File: src/rtl/sha256_pkg.sv
// sha256_pkg: SHA-256 round constants, initial hash values, sigma functions,
// command codes and the control bundle shared by the hasher's modules.
// No dependencies.
package sha256_pkg;

	typedef logic [7:0][31:0] word_arr_t;

	typedef struct packed {
		logic       shift_byte;
		logic [7:0] byte_in;
		logic       step;
		logic       init_v;
		logic       add_en;
		logic       load_iv;
		logic [5:0] rnd;
	} ctl_t;

	localparam logic CMD_DATA   = 1'b0;
	localparam logic CMD_FINISH = 1'b1;

	localparam logic [5:0]  FILL_LAST  = 6'd63;
	localparam logic [5:0]  LEN_POS    = 6'd56;
	localparam logic [5:0]  RND_LAST   = 6'd63;
	localparam logic [2:0]  WORD_LAST  = 3'd7;
	localparam logic [7:0]  PAD_BYTE   = 8'h80;
	localparam logic [63:0] BLOCK_BITS = 64'd512;

	localparam word_arr_t IV_WORDS = {
		32'h5be0cd19, 32'h1f83d9ab, 32'h9b05688c, 32'h510e527f,
		32'ha54ff53a, 32'h3c6ef372, 32'hbb67ae85, 32'h6a09e667
	};

	localparam logic [31:0] K_TAB [64] = '{
		32'h428a2f98, 32'h71374491, 32'hb5c0fbcf, 32'he9b5dba5,
		32'h3956c25b, 32'h59f111f1, 32'h923f82a4, 32'hab1c5ed5,
		32'hd807aa98, 32'h12835b01, 32'h243185be, 32'h550c7dc3,
		32'h72be5d74, 32'h80deb1fe, 32'h9bdc06a7, 32'hc19bf174,
		32'he49b69c1, 32'hefbe4786, 32'h0fc19dc6, 32'h240ca1cc,
		32'h2de92c6f, 32'h4a7484aa, 32'h5cb0a9dc, 32'h76f988da,
		32'h983e5152, 32'ha831c66d, 32'hb00327c8, 32'hbf597fc7,
		32'hc6e00bf3, 32'hd5a79147, 32'h06ca6351, 32'h14292967,
		32'h27b70a85, 32'h2e1b2138, 32'h4d2c6dfc, 32'h53380d13,
		32'h650a7354, 32'h766a0abb, 32'h81c2c92e, 32'h92722c85,
		32'ha2bfe8a1, 32'ha81a664b, 32'hc24b8b70, 32'hc76c51a3,
		32'hd192e819, 32'hd6990624, 32'hf40e3585, 32'h106aa070,
		32'h19a4c116, 32'h1e376c08, 32'h2748774c, 32'h34b0bcb5,
		32'h391c0cb3, 32'h4ed8aa4a, 32'h5b9cca4f, 32'h682e6ff3,
		32'h748f82ee, 32'h78a5636f, 32'h84c87814, 32'h8cc70208,
		32'h90befffa, 32'ha4506ceb, 32'hbef9a3f7, 32'hc67178f2
	};

	function automatic logic [31:0] big_sig0(input logic [31:0] x);
		return {x[1:0], x[31:2]} ^ {x[12:0], x[31:13]} ^ {x[21:0], x[31:22]};
	endfunction

	function automatic logic [31:0] big_sig1(input logic [31:0] x);
		return {x[5:0], x[31:6]} ^ {x[10:0], x[31:11]} ^ {x[24:0], x[31:25]};
	endfunction

	function automatic logic [31:0] small_sig0(input logic [31:0] x);
		return {x[6:0], x[31:7]} ^ {x[17:0], x[31:18]} ^ {3'b000, x[31:3]};
	endfunction

	function automatic logic [31:0] small_sig1(input logic [31:0] x);
		return {x[16:0], x[31:17]} ^ {x[18:0], x[31:19]} ^ {10'd0, x[31:10]};
	endfunction

endpackage

File: src/rtl/sha256_stream_hasher.sv
// sha256_stream_hasher: byte-stream SHA-256 with padding sequencer and digest output.
// Depends on sha256_pkg, sha256_sched and sha256_core.
//
//   channel | signals                               | direction
//   in      | in_valid, in_stall, command, byte_value | into block
//   out     | out_valid, out_stall, digest_word,      | out of block
//           | word_index, last_word                 |
//
// A data byte shifts into the block buffer; the 64th byte of a block starts
// compression (64 rounds on the shared round unit, one feed-forward add).
// A finish adds pad and length bytes up to the block end, compresses one or
// two blocks, then emits eight output words.
// in_stall is high whenever the sequencer is not idle.
// Reset restores the initial hash values and clears the counters; no clearing pass.
// out_stall holds the current word; the sequencer waits for a free output register.
module sha256_stream_hasher (
	input  logic        clk,
	input  logic        arst_n,
	input  logic        in_valid,
	output logic        in_stall,
	input  logic        command,
	input  logic [7:0]  byte_value,
	output logic        out_valid,
	input  logic        out_stall,
	output logic [31:0] digest_word,
	output logic [2:0]  word_index,
	output logic        last_word
);
	import sha256_pkg::*;

	typedef enum logic [2:0] {
		ST_IDLE,
		ST_PAD,
		ST_COMP,
		ST_ADD,
		ST_EMIT
	} state_t;

	state_t      state_q;
	logic [5:0]  fill_q;
	logic [63:0] msg_bits_q;
	logic [5:0]  rnd_q;
	logic [2:0]  widx_q;
	logic        fin_q;
	logic        first_q;
	logic        lenb_q;
	logic        out_valid_q;
	logic [31:0] digest_q;
	logic [2:0]  index_q;
	logic        last_q;

	ctl_t        ctl;
	logic [31:0] w_cur;
	word_arr_t   chain;
	logic [7:0]  pad_byte;
	logic        len_byte;
	logic        in_fire;
	logic        out_free;

	assign in_stall    = (state_q != ST_IDLE);
	assign in_fire     = in_valid && !in_stall;
	assign out_free    = !out_valid_q || !out_stall;
	assign out_valid   = out_valid_q;
	assign digest_word = digest_q;
	assign word_index  = index_q;
	assign last_word   = last_q;

	assign len_byte = !first_q && lenb_q && (fill_q >= LEN_POS);
	assign pad_byte = first_q ? PAD_BYTE : (len_byte ? msg_bits_q[63:56] : 8'h00);

	always_comb begin
		ctl         = '0;
		ctl.rnd     = rnd_q;
		ctl.byte_in = byte_value;
		unique case (state_q)
			ST_IDLE: begin
				ctl.shift_byte = in_fire && (command == CMD_DATA);
				ctl.init_v     = in_fire && (command == CMD_DATA) && (fill_q == FILL_LAST);
			end
			ST_PAD: begin
				ctl.shift_byte = 1'b1;
				ctl.byte_in    = pad_byte;
				ctl.init_v     = (fill_q == FILL_LAST);
			end
			ST_COMP: ctl.step    = 1'b1;
			ST_ADD:  ctl.add_en  = 1'b1;
			ST_EMIT: ctl.load_iv = out_free && (widx_q == WORD_LAST);
			default: ctl = '0;
		endcase
	end

	sha256_sched u_sched (
		.clk   (clk),
		.ctl   (ctl),
		.w_cur (w_cur)
	);

	sha256_core u_core (
		.clk    (clk),
		.arst_n (arst_n),
		.ctl    (ctl),
		.w_cur  (w_cur),
		.chain  (chain)
	);

	always_ff @(posedge clk or negedge arst_n) begin
		if (!arst_n) begin
			state_q     <= ST_IDLE;
			fill_q      <= '0;
			msg_bits_q  <= '0;
			rnd_q       <= '0;
			widx_q      <= '0;
			fin_q       <= 1'b0;
			first_q     <= 1'b0;
			lenb_q      <= 1'b0;
			out_valid_q <= 1'b0;
			digest_q    <= '0;
			index_q     <= '0;
			last_q      <= 1'b0;
		end else begin
			if (out_valid_q && !out_stall && (state_q != ST_EMIT)) begin
				out_valid_q <= 1'b0;
			end
			unique case (state_q)
				ST_IDLE: begin
					if (in_fire) begin
						if (command == CMD_DATA) begin
							fill_q <= fill_q + 6'd1;
							if (fill_q == FILL_LAST) begin
								msg_bits_q <= msg_bits_q + BLOCK_BITS;
								rnd_q      <= '0;
								state_q    <= ST_COMP;
							end
						end else begin
							msg_bits_q <= msg_bits_q + {55'd0, fill_q, 3'b000};
							fin_q      <= 1'b1;
							first_q    <= 1'b1;
							lenb_q     <= (fill_q < LEN_POS);
							state_q    <= ST_PAD;
						end
					end
				end
				ST_PAD: begin
					first_q <= 1'b0;
					fill_q  <= fill_q + 6'd1;
					if (len_byte) begin
						msg_bits_q <= {msg_bits_q[55:0], 8'h00};
					end
					if (fill_q == FILL_LAST) begin
						rnd_q   <= '0;
						state_q <= ST_COMP;
					end
				end
				ST_COMP: begin
					rnd_q <= rnd_q + 6'd1;
					if (rnd_q == RND_LAST) begin
						state_q <= ST_ADD;
					end
				end
				ST_ADD: begin
					if (!fin_q) begin
						state_q <= ST_IDLE;
					end else if (lenb_q) begin
						widx_q  <= '0;
						state_q <= ST_EMIT;
					end else begin
						lenb_q  <= 1'b1;
						state_q <= ST_PAD;
					end
				end
				ST_EMIT: begin
					if (out_free) begin
						out_valid_q <= 1'b1;
						digest_q    <= chain[widx_q];
						index_q     <= widx_q;
						last_q      <= (widx_q == WORD_LAST);
						widx_q      <= widx_q + 3'd1;
						if (widx_q == WORD_LAST) begin
							fin_q   <= 1'b0;
							state_q <= ST_IDLE;
						end
					end
				end
				default: state_q <= ST_IDLE;
			endcase
		end
	end

endmodule

File: src/rtl/sha256_sched.sv
// sha256_sched: 64-byte block buffer that doubles as the message schedule
// shift line; bytes shift in during collection, words expand during rounds.
// Depends on sha256_pkg.
module sha256_sched (
	input  logic               clk,
	input  sha256_pkg::ctl_t   ctl,
	output logic [31:0]        w_cur
);
	import sha256_pkg::*;

	logic [511:0] blk_q;
	logic [31:0]  w_new;

	assign w_cur = blk_q[511:480];
	assign w_new = small_sig1(blk_q[63:32]) + blk_q[223:192]
		+ small_sig0(blk_q[479:448]) + blk_q[511:480];

	always_ff @(posedge clk) begin
		if (ctl.shift_byte) begin
			blk_q <= {blk_q[503:0], ctl.byte_in};
		end else if (ctl.step) begin
			blk_q <= {blk_q[479:0], w_new};
		end
	end

endmodule

File: src/rtl/sha256_core.sv
// sha256_core: one shared compression round applied once per cycle, plus the
// chaining value with its feed-forward add.
// Depends on sha256_pkg.
module sha256_core (
	input  logic                   clk,
	input  logic                   arst_n,
	input  sha256_pkg::ctl_t       ctl,
	input  logic [31:0]            w_cur,
	output sha256_pkg::word_arr_t  chain
);
	import sha256_pkg::*;

	word_arr_t   chain_q;
	word_arr_t   v_q;
	logic [31:0] ch;
	logic [31:0] maj;
	logic [31:0] t1;
	logic [31:0] t2;

	assign chain = chain_q;
	assign ch  = (v_q[4] & v_q[5]) ^ (~v_q[4] & v_q[6]);
	assign maj = (v_q[0] & v_q[1]) ^ (v_q[0] & v_q[2]) ^ (v_q[1] & v_q[2]);
	assign t1  = v_q[7] + big_sig1(v_q[4]) + ch + K_TAB[ctl.rnd] + w_cur;
	assign t2  = big_sig0(v_q[0]) + maj;

	always_ff @(posedge clk or negedge arst_n) begin
		if (!arst_n) begin
			chain_q <= IV_WORDS;
		end else if (ctl.load_iv) begin
			chain_q <= IV_WORDS;
		end else if (ctl.add_en) begin
			for (int i = 0; i < 8; i++) begin
				chain_q[i] <= chain_q[i] + v_q[i];
			end
		end
	end

	always_ff @(posedge clk) begin
		if (ctl.init_v) begin
			v_q <= chain_q;
		end else if (ctl.step) begin
			v_q <= {v_q[6:4], v_q[3] + t1, v_q[2:0], t1 + t2};
		end
	end

endmodule

File: config.mk
export PLATFORM = sky130hd
export DESIGN_NAME = sha256_stream_hasher
export DESIGN_NICKNAME = d
export VERILOG_FILES = /design/src/rtl/sha256_pkg.sv /design/src/rtl/sha256_stream_hasher.sv /design/src/rtl/sha256_sched.sv /design/src/rtl/sha256_core.sv
export SDC_FILE = /design/constraint.sdc
export NUM_CORES = 2
export LEC_CHECK = 0
export BUFFER_PORTS_ARGS = -buffer_cell sky130_fd_sc_hd__buf_2
export CELL_PAD_IN_SITES_DETAIL_PLACEMENT = 0
export CELL_PAD_IN_SITES_GLOBAL_PLACEMENT = 2
export CORE_MARGIN = 2
export CORE_UTILIZATION = 42
export DETAILED_ROUTE_END_ITERATION = 6
export GPL_TIMING_DRIVEN = 0
export PLACE_DENSITY_LB_ADDON = 0.1
export SYNTH_ARGS = -nofsm -noshare
export SYNTH_HDL_FRONTEND = slang
export SYNTH_SLANG_ARGS = --single-unit
File: constraint.sdc
create_clock -name clk -period 18.2 [get_ports clk]
set_input_delay 3.64 -clock clk [delete_from_list [all_inputs] [get_ports clk]]
set_output_delay 3.64 -clock clk [all_outputs]
set_load 0.01 [all_outputs]
# After elaboration in Yosys (flattened, before gate mapping)
# Memories as Yosys holds them, arrays and structs flattened.
# Cells that the tools add are included.
[op_classes]
n_reduce_logical = 34
muxes = 57
n_eq_ne = 18
order_cmp = 4
add_sub_neg = 23
bitwise_logic = 19
[ops]
columns = ["operator", "n"]
rows = [
  ["$mux W256", 4],
  ["$mux W512", 2],
  ["$add A32 B32 Y32", 18],
  ["$xor A32 B32 Y32", 9],
  ["$mux W64", 4],
  ["$and A32 B32 Y32", 5],
  ["$pmux W64 S2", 1],
  ["$bmux W32 S3", 1],
  ["$mux W32", 3],
  ["$add A64 B10 Y64 const B", 1],
  ["$add A64 B9 Y64", 1],
  ["$mux W6", 6],
  ["$mux W3", 11],
  ["$not A32 Y32", 1],
  ["$xor A32 B22 Y32", 1],
  ["$xor A32 B29 Y32", 1],
  ["$ne A2 B2 Y1 const B", 9],
  ["$pmux W6 S3", 1],
  ["$mux W8", 2],
  ["$pmux W8 S2", 1],
  ["$reduce_and A4 Y1", 4],
  ["$pmux W3 S5", 1],
  ["$reduce_bool A2 Y1", 7],
  ["$mux W1", 13],
  ["26 further kinds", 48],
]
[word_totals]
in_bits = 13
reg_bits = 1146
memories = 1
mem_bits_ro = 2048
output_inout_bits = 38
elab_cells = 185
[mem_list]
columns = ["name", "words", "width", "rd", "rd_clocked_by_memory_dff", "write_ports", "line", "rtl"]
rows = [
  ["(no name shown)", 64, 32, 1, 0, 0, "sha256_core.sv:23", "assign t1 = v_q[7] + big_sig1(v_q[4]) + ch + K_TAB[ctl.rnd] + w_cur;"],
]

# Logic depth before layout (Yosys ltp)
[depth]
depth_word = 12
ltp_mapped = 44
depth_no_buf = 41

# By module
# A second synthesis with hierarchy kept.
[unflattened]
hier_cells = 7246
hier_area_um2 = 78851.9
[by_module_without_submodules]
columns = ["mod", "area_per_inst_um2", "cells_each", "n_inst"]
rows = [
  ["sha256_core", 44107.3, 4666, 1],
  ["sha256_sched", 25981.2, 1669, 1],
  ["sha256_stream_hasher", 8763.4, 911, 1],
]

# Worst setup path before layout
# OpenSTA, ideal clock, no wires.
[synth_path]
path_type = "input -> register"
from = "input port in_valid"
to = "register u_sched.blk_q[0] (enable)"
n_path_buf = 2
cell_stages = 6
setup_ns = 3.672
t_arrival_ns = 13.015
slack_ns = 1.513
cell_sequence = "inv_1 -> nor2_1 -> o21ai_1 -> clkbuf_1 -> clkbuf_1 -> nand2_1"
[synth_via]
elab_chain_len = 4
[synth_lines]
columns = ["element", "line", "rtl"]
rows = [
  ["from (decl)", "sha256_stream_hasher.sv:19", "input logic in_valid,"],
  ["$logic_and A1 B1 Y1", "sha256_stream_hasher.sv:61", "assign in_fire = in_valid && !in_stall;"],
  ["$logic_and A1 B1 Y1", "sha256_stream_hasher.sv:77", "ctl.shift_byte = in_fire && (command == CMD_DATA);"],
  ["$pmux W1 S2", "sha256_stream_hasher.sv:75", "unique case (state_q)"],
  ["$reduce_bool A2 Y1 (no line)", "n/a", ""],
  ["to (signal assigned)", "sha256_sched.sv:20", "blk_q <= {blk_q[503:0], ctl.byte_in};"],
  ["to (signal assigned)", "sha256_sched.sv:22", "blk_q <= {blk_q[479:0], w_new};"],
  ["to (decl)", "sha256_sched.sv:11", "logic [511:0] blk_q;"],
]
# No other way between the ends.
# A chain may end at the register's enable or synchronous reset.

# Worst setup path after layout
[layout_path]
from = "register state_q[1]"
to = "register u_core.v_q[30] (netlist bit), data pin"
[layout_via]
elab_chain_len = 12
word_cells_on_any_way = 22
classes_between = "add/sub (3); eq/ne (4); mux (6); bitwise (1); reduce/logical (7); memory (1)"
[layout_lines]
columns = ["element", "line", "rtl"]
rows = [
  ["from (decl)", "sha256_stream_hasher.sv:39", "state_t state_q;"],
  ["from (signal assigned)", "sha256_stream_hasher.sv:108", "state_q <= ST_IDLE;"],
  ["from (signal assigned)", "sha256_stream_hasher.sv:132", "state_q <= ST_COMP;"],
  ["from (signal assigned)", "sha256_stream_hasher.sv:139", "state_q <= ST_PAD;"],
  ["$eq A3 B3 Y1, or another cell as far along", "sha256_stream_hasher.sv:75", ""],
  ["$reduce_or A5 Y1 (no line)", "n/a", ""],
  ["$mux W6", "sha256_stream_hasher.sv:75", ""],
  ["$not A6 Y7 (not written as such)", "sha256_core.sv:23", ""],
  ["$mem_v2 Z64 W32", "n/a", ""],
  ["$mux W32 (not written as such) (2 in a row)", "sha256_core.sv:23", ""],
  ["$add A32 B32 Y32 (2 in a row)", "sha256_core.sv:23", ""],
  ["$add A32 B32 Y32", "sha256_core.sv:42", "v_q <= {v_q[6:4], v_q[3] + t1, v_q[2:0], t1 + t2};"],
  ["$mux W256", "sha256_core.sv:41", "end else if (ctl.step) begin"],
  ["$mux W256 (*)", "sha256_core.sv:39", "if (ctl.init_v) begin"],
  ["to (signal assigned)", "sha256_core.sv:40", "v_q <= chain_q;"],
  ["to (signal assigned)", "sha256_core.sv:42", ""],
  ["to (decl)", "sha256_core.sv:14", "word_arr_t v_q;"],
]
# Every way passes the cells marked *; elsewhere a longest branch is shown, timed or not. The select of a mux whose other input is x is not followed.

==> flow_metrics.tcl <==
set metrics [dict create \
    muxShareOfSynthArea 0.02956 \
    met1_length_um 137400 \
    cts-htree-levels 4 \
    grt_max_degree 103 \
    top_layer "met4" \
    dieArea_mm2 0.1875 \
    synthArstFlopShare 0.3281 \
    syn_nets 9113 \
    clk-insertion-delay-late_ps 830 \
    synth_xor_area_frac 0.06511 \
    yosysTopAreaCell "edfxtp_1" \
    start_util 0.4226 \
    dr_wl_met3_um 22070 \
    drive_gt1_frac 0.06504 \
    ys_ff_latch 1143 \
    hpwlAfterDp_um 256800 \
    cts-root-buf "clkbuf_16" \
    track_usage 0.3492 \
    drtAntennaViolNets 0 \
    hold_class "reg2reg" \
    synth_top_family_by_area "simple AND/OR/NAND/NOR gates" \
    utilization 0.4711 \
    holdBufCountCts 0 \
    finalSetupViolations 0 \
    drt-pass1-iter-count 7 \
    hold_viol_final 0 \
    first_iter_violations 6977 \
    crit_fanout 14 \
    yosys_warnings 0 \
    wl_per_cell_um 29.22 \
    place.gp.congestion 0.9787 \
    grt_antenna_before_repair 4 \
    port_buffers 50 \
    setup_slack_ps 4724 \
    die-width_um 433.0 \
    syn_avg_cell_area_um2 9.089 \
    grt_pass1_wl_um 469000 \
    yosysSeqAreaShare 0.4220 \
    pre_cts_slack_ps 5287 \
    cts-resized-gates 0 \
    cts_buffers 144 \
    synth_top_area_frac 0.2984 \
    period_share 0.7404 \
    wl_met2_um 153300 \
    path_class "reg2reg" \
    grt_pass1_vias 63799 \
    synthFlopType "edfxtp_1" \
    synth-edff-count 768 \
    crit_path_max_incr_delay_ps 1070 \
    post_cts_buffers 0 \
    drt_wl_total_um 330600 \
    synth_common_cells "2504 x nand2_1, 768 x edfxtp_1, 581 x a21oi_1, 492 x o21ai_0, 446 x nor2_1" \
    rows 157 \
    die_h_um 433.0 \
    via_count 65788 \
    place_area_mm2 0.08121 \
    synth_fa_ha_area_frac 0.1196 \
    relSlewSlack -0.06965 \
    core_mm2 0.1829 \
    arrival_ps 13980 \
    ys_types 89 \
    finalClockSkew_ps 38.12 \
    synthTopCellsByArea "edfxtp_1 30%, nand2_1 12%, dfrtp_1 7.7%, ha_1 6.5%, fa_1 5.1%" \
    worstPathRequired_ps 18700 \
    synthSimpleGateAreaFrac 0.1836 \
    fillCellCount 17754 \
    cts_buffer_depth 3 \
    ios 51 \
    drv_slew 63 \
    cts.sinks 1143 \
    netlist_instances 8503 \
    cts_tree "built" \
    clkTransAtPathRegs_ps 60 \
    cp-start-kind "flip-flop" \
    status "finished, violations left" \
    cpMostUsedCell "a21oi_1" \
    area_growth_pct 11.47 \
    tightest_slew_ps 1604 \
    worst_setup_path_end_kind "flip-flop" \
    fin_tns_setup_ps 0 \
    syn_area_mm2 0.07729 \
    max_freq_ghz 0.07421 \
    grt_overflow 0 \
    final_area_mm2 0.08615 \
    yosysMostFrequentCell "nand2_1" \
    worst_path_max_delay_cell "xnor2_1" \
    maxCapViolCount 7 \
    rsz0062_at_grt "no" \
    min_period_ps 13480 \
    drcViolationCount 8 \
    violations "DRC, capacitance limit, slew limit" \
    final_nets 9331 \
    synth-compound-area-share 0.1441 \
    via_per_inst 5.815 \
]
worst max-delay path, delay by kind of cell, from the launching register on:
| kind | cells | cell delay (ps) |
|---|---|---|
| buffers and inverters | 3 | 1540 |
| DFF | 1 | 360 |
| xor gates and xnor gates | 2 | 1310 |
| AOI/OAI and AO/OA | 21 | 5930 |
| and+or+nand+nor | 2 | 960 |
| adders and majority gates | 7 | 3020 |
worst paths after layout:
path / from / slack, ps / cells past startpoint / to
max: state_q[1] / 4720 / 35 / u_core.v_q[30]
min: digest_word[5] / 470 / 2 / digest_word[5]
max reg2reg: state_q[1] / 4720 / 35 / u_core.v_q[30]
min reg2reg: digest_word[5] / 470 / 2 / digest_word[5]
max in group asynchronous: arst_n / 13600 / 4 / u_core.chain[47]
min in group asynchronous: arst_n / 2750 / 1 / digest_word[21]
layout make-up:
cell class | instances | area, um2 | share of cell area
diodes | 8 | 20.02 | 0.0002324
inverters | 250 | 945.9 | 0.01098
clock buffers | 184 | 3938 | 0.04570
clock inverters | 82 | 985.9 | 0.01144
well taps | 2464 | 3083 | 0.03578
flip-flops and latches | 1143 | 32620 | 0.3786
multi-input cells | 6619 | 41900 | 0.4863
repair buffers | 72 | 803.3 | 0.009324
plain buffers | 491 | 1861 | 0.02160
sequential cells by signal, summed over array words and instances (netlist names):
register       count
lenb_q             1
digest_word       32
u_core.v_q       256
u_core.chain     256
msg_bits_q        61
u_sched.blk_q    512
rnd_q              6
last_word          1
fin_q              1
state_q            3
widx_q             3
out_valid          1
first_q            1
word_index         3
fill_q             6
placed cells by master, fill, tap and decap left out, types with 42 or more instances in the layout:
cell       instances
nand2_1         2503
xnor2_1          397
dfrtp_1          239
inv_1            247
o21bai_1          48
xor2_1           175
a21oi_1          581
nor3_1            84
buf_1             42
mux4_2            66
nand3_1          105
clkbuf_16        147
o21a_1            54
clkbuf_1         464
o21ai_0          492
a21o_1           145
a31oi_1           61
and3_1            59
a211oi_1          57
dfstp_2          136
nor2b_1           49
nor2_1           445
edfxtp_1         768
buf_2             51
fa_1             196
mux2i_1           46
nand2b_1          76
ha_1             401
routing by layer:
layer,GRT usage,vias up
met5,0,-
met4,0.1622,0
met3,0.06059,580
met2,0.5678,2599
met1,0.4529,32647
li1,-,29962
logic make-up after synthesis:
kind of cell	after synthesis
AOI/OAI and AO/OA	1805
xor gates and xnor gates	573
adders and majority gates	627
buffers and inverters	741
DFF	1143
muxes	142
and+or+nand+nor	3472
through the flow:
stage          hold WS (ps)  instances
2_1_floorplan         462.4       8503
3_3_place_gp          456.2      11017
3_5_place_dp          460.6      11039
4_1_cts               477.2      11305
5_1_grt               493.4      11306
6_report              473.3      11313
Power is left out: the tool's default activity adds up to more than one toggle a clock period on the data nets, which glitch-free logic cannot reach.
